==> src/rtl/prs80_pkg.sv <==
`timescale 1ns / 1ps

package prs80_pkg;

  localparam int MAX_ROUNDS_DEF = 31;
  localparam int BLOCK_W        = 64;
  localparam int KEY_W          = 80;
  localparam int KEY_HIGH_W     = 16;
  localparam int COUNT_W        = 5;

  typedef logic [BLOCK_W-1:0] block_t;
  typedef logic [KEY_W-1:0]   key_t;
  typedef logic [COUNT_W-1:0] count_t;

  function automatic logic [3:0] sbox(input logic [3:0] x);
    logic [3:0] y;
    unique case (x)
      4'h0: y = 4'hC;
      4'h1: y = 4'h5;
      4'h2: y = 4'h6;
      4'h3: y = 4'hB;
      4'h4: y = 4'h9;
      4'h5: y = 4'h0;
      4'h6: y = 4'hA;
      4'h7: y = 4'hD;
      4'h8: y = 4'h3;
      4'h9: y = 4'hE;
      4'hA: y = 4'hF;
      4'hB: y = 4'h8;
      4'hC: y = 4'h4;
      4'hD: y = 4'h7;
      4'hE: y = 4'h1;
      default: y = 4'h2;
    endcase
    return y;
  endfunction

  function automatic block_t sub_layer(input block_t s);
    block_t r;
    for (int n = 0; n < 16; n++) begin
      r[4*n +: 4] = sbox(s[4*n +: 4]);
    end
    return r;
  endfunction

  // Bit i moves to 16*i mod 63; the top bit stays where it is.
  function automatic block_t perm_layer(input block_t s);
    block_t r;
    for (int i = 0; i < 63; i++) begin
      r[(16 * i) % 63] = s[i];
    end
    r[63] = s[63];
    return r;
  endfunction

endpackage

==> src/rtl/prs80_round.sv <==
`timescale 1ns / 1ps

module prs80_round #(
  parameter int ROUND_IDX = 1
) (
  input  logic            clk,
  input  logic            rst,
  input  logic            in_valid,
  input  prs80_pkg::block_t in_state,
  input  prs80_pkg::key_t   in_key,
  input  prs80_pkg::count_t rounds,
  output logic            out_valid,
  output prs80_pkg::block_t out_state,
  output prs80_pkg::key_t   out_key
);

  localparam prs80_pkg::count_t RoundNum = prs80_pkg::COUNT_W'(ROUND_IDX);

  prs80_pkg::block_t state_next;
  prs80_pkg::key_t   key_rot;
  prs80_pkg::key_t   key_next;
  logic              active;

  // Stages beyond the configured count pass the item through untouched.
  assign active = (RoundNum <= rounds);

  always_comb begin
    key_rot          = {in_key[18:0], in_key[79:19]};
    key_rot[79:76]   = prs80_pkg::sbox(key_rot[79:76]);
    key_rot[19:15]   = key_rot[19:15] ^ RoundNum;
    if (active) begin
      state_next = prs80_pkg::perm_layer(prs80_pkg::sub_layer(in_state ^ in_key[79:16]));
      key_next   = key_rot;
    end else begin
      state_next = in_state;
      key_next   = in_key;
    end
  end

  always_ff @(posedge clk) begin
    if (rst) begin
      out_valid <= 1'b0;
    end else begin
      out_valid <= in_valid;
    end
  end

  always_ff @(posedge clk) begin
    out_state <= state_next;
    out_key   <= key_next;
  end

endmodule

==> config.mk <==
export PLATFORM = sky130hd
export DESIGN_NAME = prs80_round
export DESIGN_NICKNAME = d
export VERILOG_FILES = /design/src/rtl/prs80_pkg.sv /design/src/rtl/prs80_round.sv
export SDC_FILE = /design/constraint.sdc
export NUM_CORES = 1
export LEC_CHECK = 0
export CORE_MARGIN = 2
export CORE_UTILIZATION = 55
export DETAILED_ROUTE_END_ITERATION = 8
export DONT_BUFFER_PORTS = 1
export PLACE_DENSITY = 0.67
export SLEW_MARGIN = 20
export SYNTH_ARGS = -nofsm -noshare
export SYNTH_HDL_FRONTEND = slang
export SYNTH_SLANG_ARGS = --single-unit
==> constraint.sdc <==
create_clock -name clk -period 2.6 [get_ports clk]
set_input_delay 0.78 -clock clk [delete_from_list [all_inputs] [get_ports clk]]
set_output_delay 0.78 -clock clk [all_outputs]
set_load 0.01 [all_outputs]
Word level (Yosys, flattened, before mapping)
Memories as Yosys holds them, arrays and structs flattened.
Cells that the tools add are included.
W data, S select, Z words.
{"block": "op_classes", "order_cmp": 1, "muxes": 2, "n_bitwise": 2}
{"cell": "$mux W80", "n": 1}
{"cell": "$mux W64", "n": 1}
{"cell": "$xor A64 B64 Y64", "n": 1}
{"cell": "$le A1 B5 Y1 const A", "n": 1}
{"cell": "$not A1 Y1", "n": 1}
{"block": "word_totals", "reg_bits": 145, "rom_bits": 1088, "inputBits": 152, "output_inout_bits": 145, "word_cells": 25, "n_memories": 17}
{"memory": "(name not given)", "depth": 16, "width": 4, "read_ports": 1, "rd_ports_with_merged_regs": 0, "write_ports": 0, "line_no": "prs80_pkg.sv:17", "rtl": "unique case (x)"}
{"memory": "(name not given)", "depth": 16, "width": 4, "read_ports": 1, "rd_ports_with_merged_regs": 0, "write_ports": 0, "line_no": "prs80_pkg.sv:17"}
{"memory": "(name not given)", "depth": 16, "width": 4, "read_ports": 1, "rd_ports_with_merged_regs": 0, "write_ports": 0, "line_no": "prs80_pkg.sv:17"}
{"memory": "(name not given)", "depth": 16, "width": 4, "read_ports": 1, "rd_ports_with_merged_regs": 0, "write_ports": 0, "line_no": "prs80_pkg.sv:17"}
{"memory": "(name not given)", "depth": 16, "width": 4, "read_ports": 1, "rd_ports_with_merged_regs": 0, "write_ports": 0, "line_no": "prs80_pkg.sv:17"}
{"memory": "(name not given)", "depth": 16, "width": 4, "read_ports": 1, "rd_ports_with_merged_regs": 0, "write_ports": 0, "line_no": "prs80_pkg.sv:17"}
{"memory": "11 more memories"}

Longest topological paths before layout
Gate-level depths: netlist of the first run.
An unclocked memory read counts as a cell.
{"block": "depth", "word_depth": 3, "ltp_mapped": 7, "mapped_depth_nobuf": 7}

Worst setup path before layout of the first run
No wires, ideal clock.
{"block": "synth_timing", "path_kind": "input-to-reg", "startpoint": "input in_key[17]", "endpoint": "register out_state[16]", "setup_time_ns": 0.113, "arrival_ns": 2.176, "t_required_ns": 2.487, "setup_slack_ns": 0.310, "stages": 7, "path_buffers": 1, "cell_sequence": "clkbuf_1 -> xor2_1 -> ha_1 -> inv_1 -> mux4_2 -> nor2_1 -> nor2_1"}
{"block": "synth_via", "elab_chain_len": 3}
{"item": "start: declaration", "line_no": "prs80_round.sv:10", "rtl": "input prs80_pkg::key_t in_key,"}
{"item": "$xor A64 B64 Y64", "line_no": "prs80_round.sv:32", "rtl": "state_next = prs80_pkg::perm_layer(prs80_pkg::sub_layer(in_state ^ in_key[79:16]));"}
{"item": "$mem_v2 Z16 W4"}
{"item": "$mux W64", "line_no": "prs80_round.sv:31", "rtl": "if (active) begin"}
{"item": "net state_next[16]", "line_no": "prs80_round.sv:19", "rtl": "prs80_pkg::block_t state_next;"}
{"item": "end signal: assignment", "line_no": "prs80_round.sv:49", "rtl": "out_state <= state_next;"}
{"item": "end: declaration", "line_no": "prs80_round.sv:13", "rtl": "output prs80_pkg::block_t out_state,"}
The timed path passes the listed nets, and every way through them passes these cells.
A chain may end at the register's enable or synchronous reset.

Worst setup path in the final report of the first run
{"block": "layout_timing", "startpoint": "input in_key[56]", "endpoint": "register out_state[10]"}
Same word-level chain as after synthesis.

==> results of run 1 <==
-- registers in the layout, indices dropped and copies added (netlist names) --
name	cells
out_key	80
out_state	64
out_valid	1
-- cell type report --
type                    instances  area [µm²]  area share
flip-flops and latches        145        2900       0.327
repair buffers                 35         300      0.0338
well taps                     184         230      0.0259
clock inverters                 8        81.3     0.00915
clock buffers                  22         484      0.0545
inverters                      77         289      0.0325
multi-input cells             670        4600       0.518
-- final timing paths --
check	start	to	slack [ps]
worst max-delay path	in_key[56]	out_state[10]	590
worst min-delay path	rst	out_valid	420
-- cells by family after synthesis --
family,count (synthesis),share of synthesized area
simple gates,365,0.175
flops,145,0.361
buf+inv,113,0.0674
mux,92,0.166
compound gates,87,0.0682
xor+xnor,73,0.0796
fa+ha+maj,53,0.0825
-- layout by cell type, fill, tap and decap left out, drive strengths merged, types with 25 or more instances in the layout --
cell type and instances:
nand2 277, xor2 31, inv 77, xnor2 42
dfxtp 145, nor2 72, mux4 31, ha 53
buf 35, mux2i 45, a21oi 25
-- power groups by stage --
stage / Sequential (µW) / Clock, µW / Combinational [µW]
floorplan: 2840 / 0 / 993
global placement: 2930 / 0 / 1220
detailed placement: 2930 / 0 / 1250
CTS: 2890 / 2380 / 1260
global route: 2900 / 2470 / 1420
finish: 2880 / 2350 / 1260
-- stage by stage --
stage | instance area, µm² | util | total power, µW | std cells | hold WS, ps
2_1_floorplan | 8040 | - | 3840 | 928 | 852
6_report | 8890 | 0.616 | 6500 | 1141 | 424
4_1_cts | 8890 | 0.616 | 6530 | 1141 | 409
3_3_place_gp | 8320 | 0.577 | 4150 | 1111 | 852
5_1_grt | 8890 | 0.616 | 6800 | 1141 | 406
3_5_place_dp | 8320 | 0.577 | 4180 | 1111 | 857
-- layer usage --
| layer | wire length [µm] | GRT usage |
|---|---|---|
| met5 | 0 | 0 |
| met4 | 626 | 0.105 |
| met3 | 2040 | 0.110 |
| met2 | 10700 | 0.477 |
| met1 | 9090 | 0.335 |
==> results.py, run 1 <==
metrics = {
    "yosys": {
        "syn_nets": 1133,
        "async_reset_ff_frac": 0,
        "synth.ff_latch_count": 145,
        "yosys.area.top_type_share": 0.361,
        "synth_top_area_cell": "dfxtp_1",
        "syn_area_mm2": 0.00804,
        "synth_warnings": 0,
        "synth_common_cells": "nand2_1 (277), dfxtp_1 (145), inv_1 (77)",
        "ys_seq_area_frac": 0.361,
        "ys.flop_type": "dfxtp_1",
        "synthDistinctLibCells": 34,
        "yosysMostFrequentCell": "nand2_1",
        "synth_edf_count": 0,
        "syn_area_per_cell_um2": 8.66,
        "synthTopCellsByArea": "dfxtp_1 (36%), nand2_1 (13%), mux4_2 (8.7%)",
        "synth_cells": 928,
    },
    "placement": {
        "port_buffers": 0,
        "gp_congestion": 0.876,
        "dpl.hpwl_um": 17500,
        "place_ws_ps": 197,
    },
    "cells_and_area": {
        "final_nets": 1151,
        "area_delta_synth_final_pct": 10.6,
        "insertedDiodeCount": 0,
        "layout-drive-gt1-share": 0.120,
        "fillers": 1306,
    },
    "critical_path": {
        "crit_path_start_kind": "input port",
        "critical_path_class": "in2reg",
        "crit_required_ps": 2890,
        "cp-end-kind": "register",
        "path_buf_inv": 1,
        "max_stage_delay_ps": 390,
        "path_delay_family": "multiplexers",
        "worst-path-stages": 6,
        "crit_fanout": 5,
        "crit_chain": "xnor2_1, inv_1, ha_1, mux2_2, mux2i_1, a21oi_1",
        "critical_path_arrival_ps": 2300,
        "crit_path_top_delay_cell": "xnor2_1",
    },
    "die": {
        "coreArea_mm2": 0.0144,
        "start_util": 0.557,
        "ios": 297,
        "fp.dieH_um": 125,
        "row_count": 44,
        "die-area_mm2": 0.0156,
        "dieWidth_um": 125,
    },
    "timing": {
        "setup_viol": 0,
        "fin_ws_ps": 588,
        "finalCritPeriodShare": 0.774,
        "worst_pin_slew_ps": 700,
        "period_needed_ps": 2010,
        "fmax_mhz": 497,
        "hold_viol": 0,
        "slew_violations": 0,
        "rsz0062_at_grt": "false",
        "relSlewSlack": 0.530,
        "setup_tns_ps": 0,
    },
    "power_and_ir_drop": {
        "p_int_uw": 4600,
        "pwr-share-seq": 0.444,
        "swShare": 0.292,
        "power_frac_comb": 0.194,
        "power.density_mw_per_mm2": 731,
        "power_leakage_uw": 0.00421,
        "p_clk_frac": 0.362,
        "power.switching_uw": 1900,
        "ir_worst_vdd_mv": 0.457,
    },
    "global_routing": {
        "grt.total_usage": 0.286,
        "grt_max_degree": 76,
        "antenna_found_initial": 0,
        "grt_pass1_vias": 6273,
        "grt_overflow_total": 0,
        "grt_pass1_wl_um": 34500,
    },
    "clocking": {
        "cts_buffers": 17,
        "tritoncts": "yes",
        "h-tree-depth": 4,
        "path_clk_slew_ps": 60,
        "cts_resized": 0,
        "clockRootBuffer": "clkbuf_16",
        "cts_sinks": 145,
        "cts_setup_buffers": 0,
        "clockBufferDepth": 2,
        "hold_buffers": 0,
    },
    "route": {
        "initialDrtViolationCount": 332,
        "num_vias": 6285,
        "via_per_inst": 5.51,
        "detail_route.wl_per_cell_um": 19.6,
        "detail-route-antenna-nets": 0,
        "drc": 0,
        "wl_um": 22400,
        "dr.pass1.iters": 4,
    },
    "hold_path": {
        "hold_path_class": "in2reg",
        "hold_path_depth": 1,
    },
    "job": {
        "cap_violations": 0,
    },
    "outcome": {
        "status": "complete, no violations",
    },
}
Power figures use the tool's default switching activity.
==> inputs of run 2 (changes only) <==
--- a/config.mk
+++ b/config.mk
@@ -9,7 +9,7 @@
 export CORE_UTILIZATION = 55
 export DETAILED_ROUTE_END_ITERATION = 8
 export DONT_BUFFER_PORTS = 1
-export PLACE_DENSITY = 0.67
+export PLACE_DENSITY = 0.7
 export SLEW_MARGIN = 20
 export SYNTH_ARGS = -nofsm -noshare
 export SYNTH_HDL_FRONTEND = slang
==> constraint.sdc (replaced) <==
create_clock -name clk -period 1.7 [get_ports clk]
set_input_delay 0.51 -clock clk [delete_from_list [all_inputs] [get_ports clk]]
set_output_delay 0.51 -clock clk [all_outputs]
set_load 0.01 [all_outputs]
==> run 2 against run 1 <==
Core utilization is 6.7 points higher. Sequential power is 53% higher. Sequential share of layout area shrank 3.2 points. Largest power group unchanged.
==> results.py, run 2 (same netlist as run 1, synthesis figures left out) <==
metrics = {
    "critical_path": {
        "crit_required_ps": 2010,
        "crit_chain": "xor2_1, ha_1, mux2_2, mux2i_1, a21oi_1",
        "cp-end-kind": "register",
        "path_delay_family": "multiplexers",
        "critical_path_class": "in2reg",
        "critical_path_arrival_ps": 1880,
        "path_buf_inv": 0,
        "crit_path_start_kind": "input port",
        "crit_fanout": 6,
        "crit_path_top_delay_cell": "xor2_1",
        "max_stage_delay_ps": 460,
    },
    "cells_and_area": {
        "layout-drive-gt1-share": 0.226,
        "fin_util": 0.683,
        "top_register": "out_key",
        "final_common_cell": "nand2_1",
        "insertedDiodeCount": 0,
        "final_cell_mix": "nand2_1 (277), dfxtp_1 (145), buf_4 (111)",
        "top_regs": "out_key x80, out_state x64, out_valid x1",
        "final_nets": 1234,
        "area_delta_synth_final_pct": 22.7,
        "largest_register_ffs": 80,
        "fin_area_mm2": 0.00986,
    },
    "clocking": {
        "tritoncts": "yes",
        "cts_buffers": 17,
        "cts_sinks": 145,
        "hold_buffers": 0,
        "cts_resized": 0,
        "path_clk_slew_ps": 70,
        "clockRootBuffer": "clkbuf_16",
        "clockBufferDepth": 2,
        "cts_setup_buffers": 0,
        "h-tree-depth": 4,
    },
    "hold_path": {
        "min_from": "rst",
        "hold_path_class": "in2reg",
        "hold_path_depth": 1,
        "hold_end": "out_valid",
    },
    "timing": {
        "slew_violations": 0,
        "worst_pin_slew_ps": 566,
        "hold_viol": 0,
        "finalCritPeriodShare": 0.923,
        "relSlewSlack": 0.621,
        "rsz0062_at_grt": "false",
        "period_needed_ps": 1570,
        "fmax_mhz": 637,
        "setup_tns_ps": 0,
        "setup_viol": 0,
    },
    "outcome": {
        "status": "complete, no violations",
    },
    "die": {
        "fp.dieH_um": 125,
        "ios": 297,
        "die-area_mm2": 0.0156,
        "dieWidth_um": 125,
        "coreArea_mm2": 0.0144,
        "row_count": 44,
        "start_util": 0.557,
    },
    "global_routing": {
        "grt_max_degree": 35,
        "grt.total_usage": 0.306,
        "grt_pass1_vias": 6606,
        "antenna_found_initial": 0,
        "grt_pass1_wl_um": 36700,
        "grt_overflow_total": 0,
    },
    "power_and_ir_drop": {
        "p_clk_frac": 0.351,
        "power_leakage_uw": 0.00476,
        "power.density_mw_per_mm2": 1050,
        "power_uw": 10300,
        "ir_worst_vdd_mv": 0.653,
        "swShare": 0.313,
        "pwr-share-seq": 0.425,
        "power.switching_uw": 3240,
        "power_frac_comb": 0.224,
        "p_int_uw": 7110,
    },
    "route": {
        "detail_route.wl_per_cell_um": 19.4,
        "drc": 0,
        "num_vias": 6667,
        "wl_um": 23800,
        "via_per_inst": 5.44,
        "detail-route-antenna-nets": 0,
        "initialDrtViolationCount": 296,
        "dr.pass1.iters": 5,
    },
    "placement": {
        "place_area_mm2": 0.00929,
        "port_buffers": 0,
        "dpl.hpwl_um": 19200,
        "gp_congestion": 0.888,
    },
    "job": {
        "cap_violations": 0,
    },
}
run 2: worst max path at each step:
stage	from	end	cells after the start
2_1_floorplan	rounds[3]	out_state[19]	5
6_report	in_key[61]	out_state[11]	5
3_5_place_dp	in_key[61]	out_state[11]	5
5_1_grt	in_key[61]	out_state[27]	6
3_3_place_gp	in_key[61]	out_state[11]	5
4_1_cts	rounds[3]	out_state[24]	5
run 2: area by class of cell:
type / count / area (µm²)
Inverter: 77 / 289
Multi-Input combinational cell: 670 / 4900
Fill cell: 1183 / 4570
Timing Repair Buffer: 118 / 973
Clock inverter: 15 / 141
Clock buffer: 17 / 425
Tap cell: 184 / 230
Sequential cell: 145 / 2900
run 2: power by group through the flow:
| stage | Combinational (µW) | Clock (µW) | Sequential, µW |
|---|---|---|---|
| 3_5_place_dp | 2290 | 0 | 4470 |
| 3_3_place_gp | 2220 | 0 | 4480 |
| 2_1_floorplan | 1600 | 0 | 4350 |
| 5_1_grt | 2570 | 3820 | 4430 |
| 6_report | 2320 | 3630 | 4400 |
| 4_1_cts | 2320 | 3670 | 4400 |
run 2: routing by layer:
metal  global-route usage  wire, µm  part of all wire  vias up
met1                0.357      9320              0.39     3087
met3                0.113      2120             0.089       35
met5                    0         0                 0        -
li1                     -         -                 -     3238
met4               0.0928       604             0.025        0
met2                0.525     11700              0.49      307
run 2: stage by stage:
| step | std cells | worst slack (ps) | hold WS (ps) |
|---|---|---|---|
| finish | 1226 | 130 | 150 |
| global route | 1226 | 54.6 | 136 |
| CTS | 1226 | 183 | 144 |
| detailed placement | 1194 | -267 | 593 |
| global placement | 1194 | -264 | 591 |
| floorplan | 928 | -237 | 582 |
